### config.mk
export PLATFORM = sky130hd
export DESIGN_NAME = multichannel_gain_fade_engine_top_flat
export DESIGN_NICKNAME = d
export VERILOG_FILES = /design/src/hdl/mgfe_pkg.sv /design/src/hdl/mgfe_req_if.sv /design/src/hdl/mgfe_rsp_if.sv /design/src/hdl/mgfe_csr_if.sv /design/src/hdl/multichannel_gain_fade_engine_top.sv /design/src/hdl/mgfe_div.sv /design/src/hdl/mgfe_datapath.sv /design/src/hdl/mgfe_ctrl.sv /design/src/flat_wrapper.sv
export SDC_FILE = /design/constraint.sdc
export NUM_CORES = 2
export LEC_CHECK = 0
export ABC_AREA = 1
export BUFFER_PORTS_ARGS = -buffer_cell sky130_fd_sc_hd__buf_2
export CAP_MARGIN = 25
export CORE_ASPECT_RATIO = 1.1
export CORE_MARGIN = 2
export CORE_UTILIZATION = 62
export DETAILED_ROUTE_END_ITERATION = 10
export GPL_TIMING_DRIVEN = 0
export PLACE_DENSITY = 0.89
export REMOVE_ABC_BUFFERS = 1
export SETUP_SLACK_MARGIN = 0.5
export SYNTH_ARGS = -nofsm -noshare
export SYNTH_HDL_FRONTEND = slang
export SYNTH_SLANG_ARGS = --single-unit
### constraint.sdc
create_clock -name clock -period 19.9 [get_ports clock]
set_input_delay 3.98 -clock clock [delete_from_list [all_inputs] [get_ports clock]]
set_output_delay 3.98 -clock clock [all_outputs]
set_load 0.005 [all_outputs]
### src/hdl/mgfe_pkg.sv
// mgfe_pkg: shared types, codes and constants of the gain fade engine
// used by the controller, the datapath, the divider and the top level
`timescale 1ns / 1ps

package mgfe_pkg;

   localparam int CHANNELS_DEFAULT = 16;

   localparam int GAIN_W     = 16;
   localparam int STEP_W     = 17;
   localparam int FUNC_W     = 3;
   localparam int CHAN_W     = 4;
   localparam int KIND_W     = 2;
   localparam int TICKS_W    = 16;
   localparam int COUNT_W    = 5;
   localparam int CSR_IDX_W  = 1;
   localparam int CSR_DATA_W = 16;
   localparam int DIV_W      = 16;
   localparam int MUL_W      = 32;
   localparam int FRAC_BITS  = 15;

   localparam logic [GAIN_W-1:0] UNITY = 16'h8000;

   typedef enum logic [FUNC_W-1:0] {
      FUNC_TICK          = 3'd0,
      FUNC_FADE_OUT      = 3'd1,
      FUNC_FADE_OUT_STOP = 3'd2,
      FUNC_FADE_UP       = 3'd3,
      FUNC_PLAY_FADE_UP  = 3'd4,
      FUNC_SET_GAIN      = 3'd5
   } func_type;

   typedef enum logic [KIND_W-1:0] {
      KIND_GAIN = 2'd0,
      KIND_STOP = 2'd1,
      KIND_PLAY = 2'd2
   } kind_type;

   typedef enum logic [1:0] {
      MODE_IDLE = 2'd0,
      MODE_OUT  = 2'd1,
      MODE_UP   = 2'd2
   } mode_type;

   typedef enum logic [CSR_IDX_W-1:0] {
      CSR_GLOBAL_GAIN     = 1'b0,
      CSR_CHANNELS_IN_USE = 1'b1
   } csr_index_type;

   typedef enum logic [1:0] {
      MUL_NONE,
      MUL_GAIN_SQ,
      MUL_GLOBAL_SQ,
      MUL_PRODUCT
   } mul_sel_type;

   typedef enum logic [3:0] {
      ST_IDLE,
      ST_DECODE,
      ST_DIV,
      ST_FADE_WR,
      ST_CUE,
      ST_STEP,
      ST_MUL_A,
      ST_MUL_B,
      ST_MUL_C,
      ST_SEND,
      ST_RESEND,
      ST_FINISH
   } state_type;

   typedef struct packed {
      logic        load;
      logic        div_start;
      logic        fade_write;
      logic        set_gain;
      logic        step_commit;
      mul_sel_type mul_sel;
      logic        emit;
      kind_type    emit_kind;
      logic        emit_cue;
      logic        flush;
      logic        advance;
      logic        sync_global;
   } dp_cmd_type;

   typedef struct packed {
      logic [FUNC_W-1:0] func;
      logic              ch_ok;
      logic              cue_ok;
      logic              count_zero;
      logic              walk_last;
      logic              step_stop;
      logic              step_emit;
      logic              gain_flag;
      logic              resend_flag;
      logic              div_done;
      logic              push_ok;
      logic              flush_ok;
      logic              pend_valid;
   } dp_status_type;

   typedef struct packed {
      logic [CHAN_W-1:0] chan;
      kind_type          kind;
      logic [GAIN_W-1:0] gain;
   } rsp_item_type;

   function automatic logic [GAIN_W-1:0] sat_gain(input logic [GAIN_W-1:0] v);
      return (v > UNITY) ? UNITY : v;
   endfunction

endpackage

### src/hdl/mgfe_req_if.sv
// mgfe_req_if: command channel of the gain fade engine
// payload widths come from mgfe_pkg
`timescale 1ns / 1ps

interface mgfe_req_if;
   logic                          valid;
   logic                          ready;
   logic [mgfe_pkg::FUNC_W-1:0]   func;
   logic [mgfe_pkg::CHAN_W-1:0]   channel;
   logic [mgfe_pkg::TICKS_W-1:0]  fade_ticks;
   logic [mgfe_pkg::GAIN_W-1:0]   target_gain;
   logic [mgfe_pkg::GAIN_W-1:0]   new_gain;
   logic                          cue_valid;
   logic [mgfe_pkg::CHAN_W-1:0]   cue_channel;

   modport source (output valid, func, channel, fade_ticks, target_gain, new_gain,
                   cue_valid, cue_channel, input ready);
   modport sink (input valid, func, channel, fade_ticks, target_gain, new_gain,
                 cue_valid, cue_channel, output ready);
endinterface

### src/hdl/mgfe_rsp_if.sv
// mgfe_rsp_if: result channel of the gain fade engine
// payload widths come from mgfe_pkg
`timescale 1ns / 1ps

interface mgfe_rsp_if;
   logic                         valid;
   logic                         ready;
   logic [mgfe_pkg::CHAN_W-1:0]  out_channel;
   logic [mgfe_pkg::KIND_W-1:0]  out_kind;
   logic [mgfe_pkg::GAIN_W-1:0]  out_gain;
   logic                         out_last;

   modport source (output valid, out_channel, out_kind, out_gain, out_last, input ready);
   modport sink (input valid, out_channel, out_kind, out_gain, out_last, output ready);
endinterface

### src/hdl/mgfe_csr_if.sv
// mgfe_csr_if: register write channel of the gain fade engine
// widths come from mgfe_pkg
`timescale 1ns / 1ps

interface mgfe_csr_if;
   logic                             valid;
   logic                             ready;
   logic [mgfe_pkg::CSR_IDX_W-1:0]   index;
   logic [mgfe_pkg::CSR_DATA_W-1:0]  data;

   modport source (output valid, index, data, input ready);
   modport sink (input valid, index, data, output ready);
endinterface

### src/hdl/multichannel_gain_fade_engine_top.sv
// Sequence: a command is taken, then decoded; a fade starts the divider, writes the channel
// and sends its cue; set gain makes three passes through the shared 16x16 multiplier; then finish.
// A tick walks the channels in use; each channel that sends also passes through the multiplier.
// One item at a time: the next command is taken only after finish; result stalls hold it back.
// Reset (synchronous): all channels idle at unity gain, global gain unity, no channels walked.
`timescale 1ns / 1ps

module multichannel_gain_fade_engine_top #(
   parameter int CHANNELS = mgfe_pkg::CHANNELS_DEFAULT
) (
   input  logic         clock,
   input  logic         reset,
   mgfe_req_if.sink     req_bus,
   mgfe_rsp_if.source   rsp_bus,
   mgfe_csr_if.sink     csr_bus
);

   mgfe_pkg::dp_cmd_type    cmd;
   mgfe_pkg::dp_status_type status;

   mgfe_ctrl u_ctrl (
      .clock     (clock),
      .reset     (reset),
      .req_valid (req_bus.valid),
      .req_ready (req_bus.ready),
      .status    (status),
      .cmd       (cmd)
   );

   mgfe_datapath #(
      .CHANNELS (CHANNELS)
   ) u_datapath (
      .clock          (clock),
      .reset          (reset),
      .cmd            (cmd),
      .status         (status),
      .in_func        (req_bus.func),
      .in_channel     (req_bus.channel),
      .in_fade_ticks  (req_bus.fade_ticks),
      .in_target_gain (req_bus.target_gain),
      .in_new_gain    (req_bus.new_gain),
      .in_cue_valid   (req_bus.cue_valid),
      .in_cue_channel (req_bus.cue_channel),
      .csr_valid      (csr_bus.valid),
      .csr_ready      (csr_bus.ready),
      .csr_index      (csr_bus.index),
      .csr_data       (csr_bus.data),
      .rsp_valid      (rsp_bus.valid),
      .rsp_ready      (rsp_bus.ready),
      .out_channel    (rsp_bus.out_channel),
      .out_kind       (rsp_bus.out_kind),
      .out_gain       (rsp_bus.out_gain),
      .out_last       (rsp_bus.out_last)
   );

endmodule

### src/hdl/mgfe_div.sv
// mgfe_div: restoring divider, one quotient bit per cycle
// depends on mgfe_pkg for the operand width
`timescale 1ns / 1ps

module mgfe_div (
   input  logic                        clock,
   input  logic                        reset,
   input  logic                        start,
   input  logic [mgfe_pkg::DIV_W-1:0]  dividend,
   input  logic [mgfe_pkg::DIV_W-1:0]  divisor,
   output logic                        done,
   output logic [mgfe_pkg::DIV_W-1:0]  quotient
);

   localparam int DW    = mgfe_pkg::DIV_W;
   localparam int CNT_W = $clog2(DW + 1);

   logic [CNT_W-1:0] cnt_ff, cnt_in;
   logic [DW-1:0]    rem_ff, rem_in;
   logic [DW-1:0]    quo_ff, quo_in;
   logic [DW-1:0]    dvs_ff, dvs_in;
   logic [DW:0]      shifted;
   logic [DW:0]      diff;
   logic             fits;

   assign shifted = {rem_ff, quo_ff[DW-1]};
   assign diff    = shifted - {1'b0, dvs_ff};
   assign fits    = shifted >= {1'b0, dvs_ff};

   always_comb begin
      cnt_in = cnt_ff;
      rem_in = rem_ff;
      quo_in = quo_ff;
      dvs_in = dvs_ff;
      if (start) begin
         cnt_in = CNT_W'(DW);
         rem_in = '0;
         quo_in = dividend;
         dvs_in = divisor;
      end else if (cnt_ff != '0) begin
         cnt_in = cnt_ff - CNT_W'(1);
         rem_in = fits ? diff[DW-1:0] : shifted[DW-1:0];
         quo_in = {quo_ff[DW-2:0], fits};
      end
   end

   always_ff @(posedge clock) begin
      if (reset) begin
         cnt_ff <= '0;
      end else begin
         cnt_ff <= cnt_in;
      end
      rem_ff <= rem_in;
      quo_ff <= quo_in;
      dvs_ff <= dvs_in;
   end

   assign done     = (cnt_ff == '0);
   assign quotient = quo_ff;

endmodule

### src/hdl/mgfe_datapath.sv
// mgfe_datapath: channel state, config registers, shared multiplier, divider,
// and the result queue; driven by mgfe_ctrl through mgfe_pkg command/status types
`timescale 1ns / 1ps

module mgfe_datapath #(
   parameter int CHANNELS = mgfe_pkg::CHANNELS_DEFAULT
) (
   input  logic                              clock,
   input  logic                              reset,
   input  mgfe_pkg::dp_cmd_type              cmd,
   output mgfe_pkg::dp_status_type           status,
   input  logic [mgfe_pkg::FUNC_W-1:0]       in_func,
   input  logic [mgfe_pkg::CHAN_W-1:0]       in_channel,
   input  logic [mgfe_pkg::TICKS_W-1:0]      in_fade_ticks,
   input  logic [mgfe_pkg::GAIN_W-1:0]       in_target_gain,
   input  logic [mgfe_pkg::GAIN_W-1:0]       in_new_gain,
   input  logic                              in_cue_valid,
   input  logic [mgfe_pkg::CHAN_W-1:0]       in_cue_channel,
   input  logic                              csr_valid,
   output logic                              csr_ready,
   input  logic [mgfe_pkg::CSR_IDX_W-1:0]    csr_index,
   input  logic [mgfe_pkg::CSR_DATA_W-1:0]   csr_data,
   output logic                              rsp_valid,
   input  logic                              rsp_ready,
   output logic [mgfe_pkg::CHAN_W-1:0]       out_channel,
   output logic [mgfe_pkg::KIND_W-1:0]       out_kind,
   output logic [mgfe_pkg::GAIN_W-1:0]       out_gain,
   output logic                              out_last
);

   localparam int IDX_W   = (CHANNELS > 1) ? $clog2(CHANNELS) : 1;
   localparam int GW      = mgfe_pkg::GAIN_W;
   localparam int SW      = mgfe_pkg::STEP_W;
   localparam int CW      = mgfe_pkg::COUNT_W;
   localparam int FRAC    = mgfe_pkg::FRAC_BITS;
   localparam logic [CW-1:0] CHAN_COUNT = CW'(CHANNELS);

   // per-channel state
   logic [GW-1:0]           gain_ff   [CHANNELS];
   logic [SW-1:0]           step_ff   [CHANNELS];
   logic [GW-1:0]           target_ff [CHANNELS];
   mgfe_pkg::mode_type      mode_ff   [CHANNELS];
   logic                    stop_ff   [CHANNELS];

   // config and global state
   logic [GW-1:0]  gg_ff, gg_in;
   logic [CW-1:0]  chans_ff, chans_in;
   logic [GW-1:0]  last_gg_ff, last_gg_in;

   // latched command
   logic [mgfe_pkg::FUNC_W-1:0]  func_ff, func_in;
   logic [IDX_W-1:0]             addr_ff, addr_in;
   logic                         ch_ok_ff, ch_ok_in;
   logic                         cue_ok_ff, cue_ok_in;
   logic [mgfe_pkg::CHAN_W-1:0]  cue_ch_ff, cue_ch_in;
   logic [mgfe_pkg::TICKS_W-1:0] ticks_ff, ticks_in;
   logic [GW-1:0]                cmd_tgt_ff, cmd_tgt_in;
   logic [GW-1:0]                cmd_gain_ff, cmd_gain_in;

   logic gain_flag_ff, gain_flag_in;
   logic resend_flag_ff, resend_flag_in;

   // multiplier
   logic [mgfe_pkg::MUL_W-1:0] prod_ff, prod_in;
   logic [GW-1:0]              p_ff, p_in;
   logic [GW-1:0]              mul_a, mul_b;
   logic [mgfe_pkg::MUL_W-1:0] mul_res;
   logic [GW-1:0]              scaled;

   // result queue: one pending item plus the output register
   mgfe_pkg::rsp_item_type pend_item_ff, pend_item_in;
   logic                   pend_valid_ff, pend_valid_in;
   mgfe_pkg::rsp_item_type out_item_ff, out_item_in;
   logic                   out_valid_ff, out_valid_in;
   logic                   out_last_ff, out_last_in;
   mgfe_pkg::rsp_item_type emit_item;

   // current entry and tick update
   logic [GW-1:0]           cur_gain, cur_tgt;
   logic [SW-1:0]           cur_step;
   mgfe_pkg::mode_type      cur_mode;
   logic                    cur_stop;
   logic signed [SW:0]      sum;
   logic [GW-1:0]           nxt_gain;
   mgfe_pkg::mode_type      nxt_mode;
   logic                    nxt_stop;
   logic                    stop_hit;
   logic                    emits_gain;
   logic                    resend;
   logic                    changed;
   logic [CW-1:0]           count_sat;

   // divider and fade setup
   logic                    is_out;
   logic [GW-1:0]           div_amount;
   logic [GW-1:0]           div_divisor;
   logic                    div_done;
   logic [GW-1:0]           quo;
   logic [GW-1:0]           step_mag;
   logic [SW-1:0]           new_step;

   assign cur_gain = gain_ff[addr_ff];
   assign cur_tgt  = target_ff[addr_ff];
   assign cur_step = step_ff[addr_ff];
   assign cur_mode = mode_ff[addr_ff];
   assign cur_stop = stop_ff[addr_ff];

   assign changed   = (gg_ff != last_gg_ff);
   assign count_sat = (chans_ff > CHAN_COUNT) ? CHAN_COUNT : chans_ff;

   assign sum = $signed({2'b00, cur_gain}) + $signed({cur_step[SW-1], cur_step});

   always_comb begin
      nxt_gain   = cur_gain;
      nxt_mode   = cur_mode;
      nxt_stop   = cur_stop;
      stop_hit   = 1'b0;
      emits_gain = 1'b0;
      case (cur_mode)
         mgfe_pkg::MODE_OUT: begin
            emits_gain = 1'b1;
            if (sum <= $signed((SW+1)'(0))) begin
               nxt_gain = '0;
               nxt_mode = mgfe_pkg::MODE_IDLE;
               if (cur_stop) begin
                  stop_hit = 1'b1;
                  nxt_stop = 1'b0;
               end
            end else begin
               nxt_gain = sum[GW-1:0];
            end
         end
         mgfe_pkg::MODE_UP: begin
            emits_gain = 1'b1;
            if (sum >= $signed({2'b00, cur_tgt})) begin
               nxt_gain = cur_tgt;
               nxt_mode = mgfe_pkg::MODE_IDLE;
            end else begin
               nxt_gain = sum[GW-1:0];
            end
         end
         default: begin
         end
      endcase
      resend = changed && (nxt_mode != mgfe_pkg::MODE_OUT) && (nxt_mode != mgfe_pkg::MODE_UP);
   end

   // divider: start gain for a fade-out, target for a fade-up
   assign is_out = (func_ff == mgfe_pkg::FUNC_FADE_OUT) ||
                   (func_ff == mgfe_pkg::FUNC_FADE_OUT_STOP);
   assign div_amount  = is_out ? cur_gain : cmd_tgt_ff;
   assign div_divisor = (ticks_ff == '0) ? GW'(1) : ticks_ff;

   mgfe_div u_div (
      .clock    (clock),
      .reset    (reset),
      .start    (cmd.div_start),
      .dividend (div_amount),
      .divisor  (div_divisor),
      .done     (div_done),
      .quotient (quo)
   );

   assign step_mag = (quo == '0) ? GW'(1) : quo;
   assign new_step = is_out ? (~{1'b0, step_mag} + SW'(1)) : {1'b0, step_mag};

   // shared multiplier
   always_comb begin
      case (cmd.mul_sel)
         mgfe_pkg::MUL_GAIN_SQ: begin
            mul_a = cur_gain;
            mul_b = cur_gain;
         end
         mgfe_pkg::MUL_GLOBAL_SQ: begin
            mul_a = gg_ff;
            mul_b = gg_ff;
         end
         mgfe_pkg::MUL_PRODUCT: begin
            mul_a = p_ff;
            mul_b = scaled;
         end
         default: begin
            mul_a = '0;
            mul_b = '0;
         end
      endcase
   end

   assign mul_res = mgfe_pkg::MUL_W'(mul_a) * mgfe_pkg::MUL_W'(mul_b);
   assign scaled  = prod_ff[FRAC+GW-1:FRAC];

   always_comb begin
      prod_in = prod_ff;
      p_in    = p_ff;
      if (cmd.mul_sel != mgfe_pkg::MUL_NONE) begin
         prod_in = mul_res;
      end
      if (cmd.mul_sel == mgfe_pkg::MUL_GLOBAL_SQ) begin
         p_in = scaled;
      end
   end

   // config, command latch, walk index and flags
   assign csr_ready = 1'b1;

   always_comb begin
      gg_in          = gg_ff;
      chans_in       = chans_ff;
      last_gg_in     = last_gg_ff;
      func_in        = func_ff;
      addr_in        = addr_ff;
      ch_ok_in       = ch_ok_ff;
      cue_ok_in      = cue_ok_ff;
      cue_ch_in      = cue_ch_ff;
      ticks_in       = ticks_ff;
      cmd_tgt_in     = cmd_tgt_ff;
      cmd_gain_in    = cmd_gain_ff;
      gain_flag_in   = gain_flag_ff;
      resend_flag_in = resend_flag_ff;

      if (csr_valid) begin
         case (csr_index)
            mgfe_pkg::CSR_GLOBAL_GAIN:     gg_in = mgfe_pkg::sat_gain(csr_data);
            mgfe_pkg::CSR_CHANNELS_IN_USE: chans_in = csr_data[CW-1:0];
            default: begin
            end
         endcase
      end

      if (cmd.load) begin
         func_in     = in_func;
         addr_in     = (in_func == mgfe_pkg::FUNC_TICK) ? '0 : IDX_W'(in_channel);
         ch_ok_in    = 32'(in_channel) < CHANNELS;
         cue_ok_in   = in_cue_valid && (32'(in_cue_channel) < CHANNELS);
         cue_ch_in   = in_cue_channel;
         ticks_in    = in_fade_ticks;
         cmd_tgt_in  = mgfe_pkg::sat_gain(in_target_gain);
         cmd_gain_in = mgfe_pkg::sat_gain(in_new_gain);
      end else if (cmd.advance) begin
         addr_in = addr_ff + IDX_W'(1);
      end

      if (cmd.sync_global) begin
         last_gg_in = gg_ff;
      end

      if (cmd.set_gain) begin
         gain_flag_in   = 1'b1;
         resend_flag_in = 1'b0;
      end else if (cmd.step_commit) begin
         gain_flag_in   = emits_gain;
         resend_flag_in = resend;
      end
   end

   // result queue
   assign emit_item.chan = cmd.emit_cue ? cue_ch_ff : mgfe_pkg::CHAN_W'(addr_ff);
   assign emit_item.kind = cmd.emit_kind;
   assign emit_item.gain = (cmd.emit_kind == mgfe_pkg::KIND_GAIN) ? scaled : '0;

   always_comb begin
      pend_item_in  = pend_item_ff;
      pend_valid_in = pend_valid_ff;
      out_item_in   = out_item_ff;
      out_valid_in  = out_valid_ff;
      out_last_in   = out_last_ff;
      if (out_valid_ff && rsp_ready) begin
         out_valid_in = 1'b0;
      end
      if (cmd.emit) begin
         // the held item is known not to be last once another one arrives
         if (pend_valid_ff) begin
            out_item_in  = pend_item_ff;
            out_last_in  = 1'b0;
            out_valid_in = 1'b1;
         end
         pend_item_in  = emit_item;
         pend_valid_in = 1'b1;
      end else if (cmd.flush && pend_valid_ff) begin
         out_item_in   = pend_item_ff;
         out_last_in   = 1'b1;
         out_valid_in  = 1'b1;
         pend_valid_in = 1'b0;
      end
   end

   always_ff @(posedge clock) begin
      if (reset) begin
         gg_ff          <= mgfe_pkg::UNITY;
         chans_ff       <= '0;
         last_gg_ff     <= '0;
         func_ff        <= mgfe_pkg::FUNC_TICK;
         addr_ff        <= '0;
         ch_ok_ff       <= 1'b0;
         cue_ok_ff      <= 1'b0;
         gain_flag_ff   <= 1'b0;
         resend_flag_ff <= 1'b0;
         pend_valid_ff  <= 1'b0;
         out_valid_ff   <= 1'b0;
      end else begin
         gg_ff          <= gg_in;
         chans_ff       <= chans_in;
         last_gg_ff     <= last_gg_in;
         func_ff        <= func_in;
         addr_ff        <= addr_in;
         ch_ok_ff       <= ch_ok_in;
         cue_ok_ff      <= cue_ok_in;
         gain_flag_ff   <= gain_flag_in;
         resend_flag_ff <= resend_flag_in;
         pend_valid_ff  <= pend_valid_in;
         out_valid_ff   <= out_valid_in;
      end
      cue_ch_ff    <= cue_ch_in;
      ticks_ff     <= ticks_in;
      cmd_tgt_ff   <= cmd_tgt_in;
      cmd_gain_ff  <= cmd_gain_in;
      prod_ff      <= prod_in;
      p_ff         <= p_in;
      pend_item_ff <= pend_item_in;
      out_item_ff  <= out_item_in;
      out_last_ff  <= out_last_in;
   end

   // channel state, one entry written per cycle at the current address
   always_ff @(posedge clock) begin
      if (reset) begin
         for (int i = 0; i < CHANNELS; i++) begin
            gain_ff[i]   <= mgfe_pkg::UNITY;
            step_ff[i]   <= '0;
            target_ff[i] <= mgfe_pkg::UNITY;
            mode_ff[i]   <= mgfe_pkg::MODE_IDLE;
            stop_ff[i]   <= 1'b0;
         end
      end else begin
         if (cmd.fade_write) begin
            step_ff[addr_ff] <= new_step;
            if (is_out) begin
               mode_ff[addr_ff] <= mgfe_pkg::MODE_OUT;
               stop_ff[addr_ff] <= (func_ff == mgfe_pkg::FUNC_FADE_OUT_STOP);
            end else begin
               mode_ff[addr_ff]   <= mgfe_pkg::MODE_UP;
               stop_ff[addr_ff]   <= 1'b0;
               target_ff[addr_ff] <= cmd_tgt_ff;
            end
         end
         if (cmd.set_gain) begin
            gain_ff[addr_ff] <= cmd_gain_ff;
         end
         if (cmd.step_commit) begin
            gain_ff[addr_ff] <= nxt_gain;
            mode_ff[addr_ff] <= nxt_mode;
            stop_ff[addr_ff] <= nxt_stop;
         end
      end
   end

   assign status.func        = func_ff;
   assign status.ch_ok       = ch_ok_ff;
   assign status.cue_ok      = cue_ok_ff;
   assign status.count_zero  = (count_sat == '0);
   assign status.walk_last   = ((CW'(addr_ff) + CW'(1)) == count_sat);
   assign status.step_stop   = stop_hit;
   assign status.step_emit   = emits_gain || resend;
   assign status.gain_flag   = gain_flag_ff;
   assign status.resend_flag = resend_flag_ff;
   assign status.div_done    = div_done;
   assign status.push_ok     = !pend_valid_ff || !out_valid_ff || rsp_ready;
   assign status.flush_ok    = !out_valid_ff || rsp_ready;
   assign status.pend_valid  = pend_valid_ff;

   assign rsp_valid   = out_valid_ff;
   assign out_channel = out_item_ff.chan;
   assign out_kind    = out_item_ff.kind;
   assign out_gain    = out_item_ff.gain;
   assign out_last    = out_last_ff;

endmodule

### src/hdl/mgfe_ctrl.sv
// mgfe_ctrl: sequencer of the gain fade engine
// drives mgfe_datapath through the command and status types of mgfe_pkg
`timescale 1ns / 1ps

module mgfe_ctrl (
   input  logic                     clock,
   input  logic                     reset,
   input  logic                     req_valid,
   output logic                     req_ready,
   input  mgfe_pkg::dp_status_type  status,
   output mgfe_pkg::dp_cmd_type     cmd
);

   mgfe_pkg::state_type state_ff, state_in;
   logic decode_blocked;
   logic step_blocked;
   logic is_tick;

   assign decode_blocked = (status.func == mgfe_pkg::FUNC_PLAY_FADE_UP) && status.ch_ok &&
                           !status.push_ok;
   assign step_blocked   = status.step_stop && !status.push_ok;
   assign is_tick        = (status.func == mgfe_pkg::FUNC_TICK);

   always_comb begin
      state_in = state_ff;
      case (state_ff)
         mgfe_pkg::ST_IDLE: begin
            if (req_valid) state_in = mgfe_pkg::ST_DECODE;
         end
         mgfe_pkg::ST_DECODE: begin
            case (status.func)
               mgfe_pkg::FUNC_TICK:
                  state_in = status.count_zero ? mgfe_pkg::ST_FINISH : mgfe_pkg::ST_STEP;
               mgfe_pkg::FUNC_FADE_OUT, mgfe_pkg::FUNC_FADE_OUT_STOP:
                  state_in = status.ch_ok ? mgfe_pkg::ST_DIV : mgfe_pkg::ST_CUE;
               mgfe_pkg::FUNC_FADE_UP, mgfe_pkg::FUNC_PLAY_FADE_UP: begin
                  if (!decode_blocked) begin
                     state_in = status.ch_ok ? mgfe_pkg::ST_DIV : mgfe_pkg::ST_CUE;
                  end
               end
               mgfe_pkg::FUNC_SET_GAIN:
                  state_in = status.ch_ok ? mgfe_pkg::ST_MUL_A : mgfe_pkg::ST_FINISH;
               default:
                  state_in = mgfe_pkg::ST_FINISH;
            endcase
         end
         mgfe_pkg::ST_DIV: begin
            if (status.div_done) state_in = mgfe_pkg::ST_FADE_WR;
         end
         mgfe_pkg::ST_FADE_WR: state_in = mgfe_pkg::ST_CUE;
         mgfe_pkg::ST_CUE: begin
            if (!status.cue_ok || status.push_ok) state_in = mgfe_pkg::ST_FINISH;
         end
         mgfe_pkg::ST_STEP: begin
            if (!step_blocked) begin
               if (status.step_emit) begin
                  state_in = mgfe_pkg::ST_MUL_A;
               end else if (status.walk_last) begin
                  state_in = mgfe_pkg::ST_FINISH;
               end
            end
         end
         mgfe_pkg::ST_MUL_A: state_in = mgfe_pkg::ST_MUL_B;
         mgfe_pkg::ST_MUL_B: state_in = mgfe_pkg::ST_MUL_C;
         mgfe_pkg::ST_MUL_C: state_in = mgfe_pkg::ST_SEND;
         mgfe_pkg::ST_SEND: begin
            if (!status.gain_flag || status.push_ok) state_in = mgfe_pkg::ST_RESEND;
         end
         mgfe_pkg::ST_RESEND: begin
            if (!status.resend_flag || status.push_ok) begin
               state_in = (is_tick && !status.walk_last) ? mgfe_pkg::ST_STEP :
                                                           mgfe_pkg::ST_FINISH;
            end
         end
         mgfe_pkg::ST_FINISH: begin
            if (!status.pend_valid || status.flush_ok) state_in = mgfe_pkg::ST_IDLE;
         end
         default: state_in = mgfe_pkg::ST_IDLE;
      endcase
   end

   always_comb begin
      req_ready     = 1'b0;
      cmd           = '0;
      cmd.mul_sel   = mgfe_pkg::MUL_NONE;
      cmd.emit_kind = mgfe_pkg::KIND_GAIN;
      case (state_ff)
         mgfe_pkg::ST_IDLE: begin
            req_ready = 1'b1;
            cmd.load  = req_valid;
         end
         mgfe_pkg::ST_DECODE: begin
            case (status.func)
               mgfe_pkg::FUNC_FADE_OUT, mgfe_pkg::FUNC_FADE_OUT_STOP:
                  cmd.div_start = status.ch_ok;
               mgfe_pkg::FUNC_FADE_UP, mgfe_pkg::FUNC_PLAY_FADE_UP: begin
                  if (!decode_blocked) begin
                     cmd.div_start = status.ch_ok;
                     if (status.func == mgfe_pkg::FUNC_PLAY_FADE_UP && status.ch_ok) begin
                        cmd.emit      = 1'b1;
                        cmd.emit_kind = mgfe_pkg::KIND_PLAY;
                     end
                  end
               end
               mgfe_pkg::FUNC_SET_GAIN:
                  cmd.set_gain = status.ch_ok;
               default: begin
               end
            endcase
         end
         mgfe_pkg::ST_FADE_WR: cmd.fade_write = 1'b1;
         mgfe_pkg::ST_CUE: begin
            if (status.cue_ok && status.push_ok) begin
               cmd.emit      = 1'b1;
               cmd.emit_kind = mgfe_pkg::KIND_PLAY;
               cmd.emit_cue  = 1'b1;
            end
         end
         mgfe_pkg::ST_STEP: begin
            if (!step_blocked) begin
               cmd.step_commit = 1'b1;
               cmd.advance     = !status.step_emit && !status.walk_last;
               if (status.step_stop) begin
                  cmd.emit      = 1'b1;
                  cmd.emit_kind = mgfe_pkg::KIND_STOP;
               end
            end
         end
         mgfe_pkg::ST_MUL_A: cmd.mul_sel = mgfe_pkg::MUL_GAIN_SQ;
         mgfe_pkg::ST_MUL_B: cmd.mul_sel = mgfe_pkg::MUL_GLOBAL_SQ;
         mgfe_pkg::ST_MUL_C: cmd.mul_sel = mgfe_pkg::MUL_PRODUCT;
         mgfe_pkg::ST_SEND: begin
            cmd.emit = status.gain_flag && status.push_ok;
         end
         mgfe_pkg::ST_RESEND: begin
            cmd.emit = status.resend_flag && status.push_ok;
            if (!status.resend_flag || status.push_ok) begin
               cmd.advance = is_tick && !status.walk_last;
            end
         end
         mgfe_pkg::ST_FINISH: begin
            if (!status.pend_valid || status.flush_ok) begin
               cmd.flush       = 1'b1;
               cmd.sync_global = is_tick;
            end
         end
         default: begin
         end
      endcase
   end

   always_ff @(posedge clock) begin
      if (reset) begin
         state_ff <= mgfe_pkg::ST_IDLE;
      end else begin
         state_ff <= state_in;
      end
   end

endmodule

### src/flat_wrapper.sv
// flat-port wrapper written by rule: the top's interface ports become plain ports
module multichannel_gain_fade_engine_top_flat 
#(
   parameter int CHANNELS = mgfe_pkg::CHANNELS_DEFAULT
)
  (clock, reset, req_bus_valid, req_bus_func, req_bus_channel, req_bus_fade_ticks, req_bus_target_gain, req_bus_new_gain, req_bus_cue_valid, req_bus_cue_channel, req_bus_ready, rsp_bus_valid, rsp_bus_out_channel, rsp_bus_out_kind, rsp_bus_out_gain, rsp_bus_out_last, rsp_bus_ready, csr_bus_valid, csr_bus_index, csr_bus_data, csr_bus_ready);
  mgfe_req_if req_bus_i ();
  mgfe_rsp_if rsp_bus_i ();
  mgfe_csr_if csr_bus_i ();
  input  logic clock;
  input  logic reset;
  input wire logic [$bits(req_bus_i.valid)-1:0] req_bus_valid;
  input wire logic [$bits(req_bus_i.func)-1:0] req_bus_func;
  input wire logic [$bits(req_bus_i.channel)-1:0] req_bus_channel;
  input wire logic [$bits(req_bus_i.fade_ticks)-1:0] req_bus_fade_ticks;
  input wire logic [$bits(req_bus_i.target_gain)-1:0] req_bus_target_gain;
  input wire logic [$bits(req_bus_i.new_gain)-1:0] req_bus_new_gain;
  input wire logic [$bits(req_bus_i.cue_valid)-1:0] req_bus_cue_valid;
  input wire logic [$bits(req_bus_i.cue_channel)-1:0] req_bus_cue_channel;
  output wire logic [$bits(req_bus_i.ready)-1:0] req_bus_ready;
  output wire logic [$bits(rsp_bus_i.valid)-1:0] rsp_bus_valid;
  output wire logic [$bits(rsp_bus_i.out_channel)-1:0] rsp_bus_out_channel;
  output wire logic [$bits(rsp_bus_i.out_kind)-1:0] rsp_bus_out_kind;
  output wire logic [$bits(rsp_bus_i.out_gain)-1:0] rsp_bus_out_gain;
  output wire logic [$bits(rsp_bus_i.out_last)-1:0] rsp_bus_out_last;
  input wire logic [$bits(rsp_bus_i.ready)-1:0] rsp_bus_ready;
  input wire logic [$bits(csr_bus_i.valid)-1:0] csr_bus_valid;
  input wire logic [$bits(csr_bus_i.index)-1:0] csr_bus_index;
  input wire logic [$bits(csr_bus_i.data)-1:0] csr_bus_data;
  output wire logic [$bits(csr_bus_i.ready)-1:0] csr_bus_ready;
  assign req_bus_i.valid = req_bus_valid;
  assign req_bus_i.func = req_bus_func;
  assign req_bus_i.channel = req_bus_channel;
  assign req_bus_i.fade_ticks = req_bus_fade_ticks;
  assign req_bus_i.target_gain = req_bus_target_gain;
  assign req_bus_i.new_gain = req_bus_new_gain;
  assign req_bus_i.cue_valid = req_bus_cue_valid;
  assign req_bus_i.cue_channel = req_bus_cue_channel;
  assign req_bus_ready = req_bus_i.ready;
  assign rsp_bus_valid = rsp_bus_i.valid;
  assign rsp_bus_out_channel = rsp_bus_i.out_channel;
  assign rsp_bus_out_kind = rsp_bus_i.out_kind;
  assign rsp_bus_out_gain = rsp_bus_i.out_gain;
  assign rsp_bus_out_last = rsp_bus_i.out_last;
  assign rsp_bus_i.ready = rsp_bus_ready;
  assign csr_bus_i.valid = csr_bus_valid;
  assign csr_bus_i.index = csr_bus_index;
  assign csr_bus_i.data = csr_bus_data;
  assign csr_bus_ready = csr_bus_i.ready;
  multichannel_gain_fade_engine_top #(.CHANNELS(CHANNELS)) u_core (.clock(clock), .reset(reset), .req_bus(req_bus_i), .rsp_bus(rsp_bus_i), .csr_bus(csr_bus_i));
endmodule
==> summary.md <==
| Metric | Value |
|---|---|
| Status | `complete, no violations` |
| Yosys cell types | `66` |
| Crit path DAT | `11.15 ns` |
| Clock Sinks | `1072` |
| Crit path required time | `20.37 ns` |
| Dpl ws | `9.79 ns` |
| Setup CP Type | `flop to flop` |
| Clk Latency, worst-skew pair | `0.73 ns` |
| Area leader, netlist | `edfxtp_1` |
| Slew Viols, Final | `0` |
| Final WS setup | `9.22 ns` |
| H-tree Lvls | `3` |
| Placed cell count | `7152` |
| Final wirelength | `170000 um` |
| Setup crit start kind | `flop` |
| Worst vdd ir | `0.000133 V` |
| Largest net degree at the start of global routing | `178` |
| CP peak stage delay | `0.96 ns` |
| Clk slew on worst S/H paths | `0.06 ns` |
| Hold_buf cts | `0` |
| Max_cap viols | `0` |
| Postcts setup bufs | `0` |
| Mapped Cells | `6118` |
| Die H | `326 um` |
| R2R setup slack | `9.22 ns` |
| Setup_tns | `0 ns` |
| Synth Cell Area | `58600 um2` |
| Commonest cells after routing, fill and taps aside | `nor2_1 (1395), edfxtp_1 (993), nand2_1 (794)` |
| Nets | `6436` |
| Final hold violations | `0` |
| CTS resizes | `0` |
| Post-route ant nets | `0` |
| Initial Util | `0.624` |
| Core ar. | `93900 um2` |
| Avg Vias per Cell | `6.45` |
| HP Class | `flop to flop` |
| Clk root buf | `clkbuf_16` |
| GRT Resource Usage Total | `0.344` |
| Skew final | `0.0683 ns` |
| Share of layout cells above drive strength 1 | `0.0675` |
| DR DRC count | `0` |
| Max Root-Sink Buffers | `3` |
| Vias | `47500` |
| Total grt overflow | `0` |
| Post-synth top flop | `edfxtp_1` |
| Critical-path top delay cell | `dfxtp_4` |
| Die W | `297 um` |
| TritonCTS clock tree | `built` |
| Wire length per cell | `23.1 um` |
| Top cells by area, synth | `edfxtp_1 (51%), nor2_1 (9.0%), fa_1 (6.6%)` |
| Setup violations, final | `0` |
| Pwr Total | `0.00871 W` |
| Most frequent CP cell | `fa_1` |
| Starting DRT DRC Count | `8597` |
| Period utilisation layout | `0.537` |
| IO Pins | `108` |
| Peak Freq | `93.6 MHz` |
| Initial antenna violation count | `7` |
| Routability cong. | `0.937` |
| Unrepaired setup endpoints after global routing | `no` |
| Slew @ Worst Pin | `1.12 ns` |
| Hold path cells | `0` |
| Sequential-to-total area share from yosys stat | `0.536` |
| Commonest non-fill, non-tap cell in the layout | `nor2_1` |
| R2r worst-path depth | `29` |
| Area Overhead vs Synth | `8.51%` |
| Vias in the first global route | `46900` |
| Final HPWL DP | `108000 um` |
| Util after Layout | `0.677` |
| Yosys top cell area share | `0.509` |
| Fin crit period | `10.68 ns` |
| Number of flops mapped to enable cells by yosys | `993` |
| CTS Buf Count | `104` |
| 1st-pass router iterations | `10` |
| Worst slew margin | `0.255` |
| Row count | `118` |
| Die area | `97000 um2` |
| Mean Syn Cell Area | `9.58 um2` |
| Power per Cell Area | `137 nW/um2` |
| Crit end category | `flop` |
| Input/output buffers | `106` |
| Final Non-Filler Cells | `7353` |
| Static Leak | `26.3 nW` |
| Synth async-reset ratio | `0` |
| Synth warn | `0` |
| Yosys reg bits | `1072` |
| CP Max Fanout | `177` |
| Wire length of the first global-routing pass | `258000 um` |
[where the power goes]
part / switching (W) / internal [W]
clock: 0.000875 / 0.00109
combinational: 0.00287 / 0.00108
sequential: 0.000159 / 0.00265
total: 0.00390 / 0.00481
[metrics by stage]
step	area, um2	hold WS (ns)
floorplan	56800	0.400
global placement	58900	0.404
detailed placement	60200	0.405
CTS	63500	0.420
global route	63600	0.427
finish	63600	0.423
[flip-flops by register name, summed over array words and instances (netlist names), 22 cells and up, named ones only]
| register | flops |
|---|---|
| u_core.u_datapath.pend_item_ff | 22 |
| u_core.u_datapath.mode_ff | 32 |
| u_core.u_datapath.step_ff | 272 |
| u_core.u_datapath.gain_ff | 256 |
| u_core.u_datapath.target_ff | 256 |
[kinds of logic after synthesis]
kind of cell,share of synthesized area
buffers and inverters,0.0746
and+or+nand+nor,0.164
adders and majority gates,0.0992
other,0.0000640
DFF,0.536
xor gates and xnor gates,0.0103
AOI/OAI and AO/OA,0.116
[worst paths after layout]
check / from / end
max: flop / u_core.u_datapath.prod_ff[15]
max reg2reg: flop / u_core.u_datapath.prod_ff[15]
min: u_core.u_datapath.pend_item_ff[10] / u_core.u_datapath.out_gain[10]
min reg2reg: u_core.u_datapath.pend_item_ff[10] / u_core.u_datapath.out_gain[10]
[routing by layer]
layer	track usage	vias up	routed length (um)
met5	0	-	92
met4	0.201	11	10700
met3	0.0873	813	24100
met2	0.553	4094	78800
met1	0.425	22200	56300
li1	-	20300	-
[layout make-up]
type / count / area (um2)
flip-flops and latches: 1072 / 31400
multi-input cells: 3975 / 22900
fillers: 6503 / 30300
clock inverters: 52 / 529
well taps: 1260 / 1580
diodes: 3 / 7.51
inverters: 676 / 2560
repair buffers: 177 / 1780
clock buffers: 138 / 2800
[synthesized netlist by cell type (3+ instances only)]
cell,instances
ha_1,154
a31oi_1,16
o31ai_1,3
o21ai_4,11
clkbuf_1,260
o211ai_1,58
a32o_1,6
o21ai_1,8
o21bai_1,5
xnor2_1,16
o21ai_0,529
buf_4,30
nand2_1,794
buf_6,19
a211oi_1,12
o211ai_4,5
buf_2,56
o221ai_1,147
clkinv_1,10
a22o_1,3
inv_1,651
nand3_2,3
xor2_1,53
or2_2,4
dfxtp_1,79
nor4_1,24
nor3_1,20
a21boi_0,4
a21oi_1,217
buf_1,28
o21a_1,4
inv_2,14
and2_1,3
nor2_1,1397
o22ai_1,56
a22oi_1,9
fa_1,194
edfxtp_1,993
nand2_2,7
nand3_1,166
a221oi_1,5
nand4_1,17
[worst max-delay path: cells and delay by family, from the launching register on]
kind,cells,cell delay [ns]
adder cells (fa/ha/maj),7,3.34
buffers and inverters,10,1.94
XOR/XNOR,1,0.42
AND/OR/NAND/NOR,5,1.81
AO/OA/AOI/OAI,6,1.68
flip-flops,1,0.96
No activity file was read; power rests on OpenSTA's default activity.
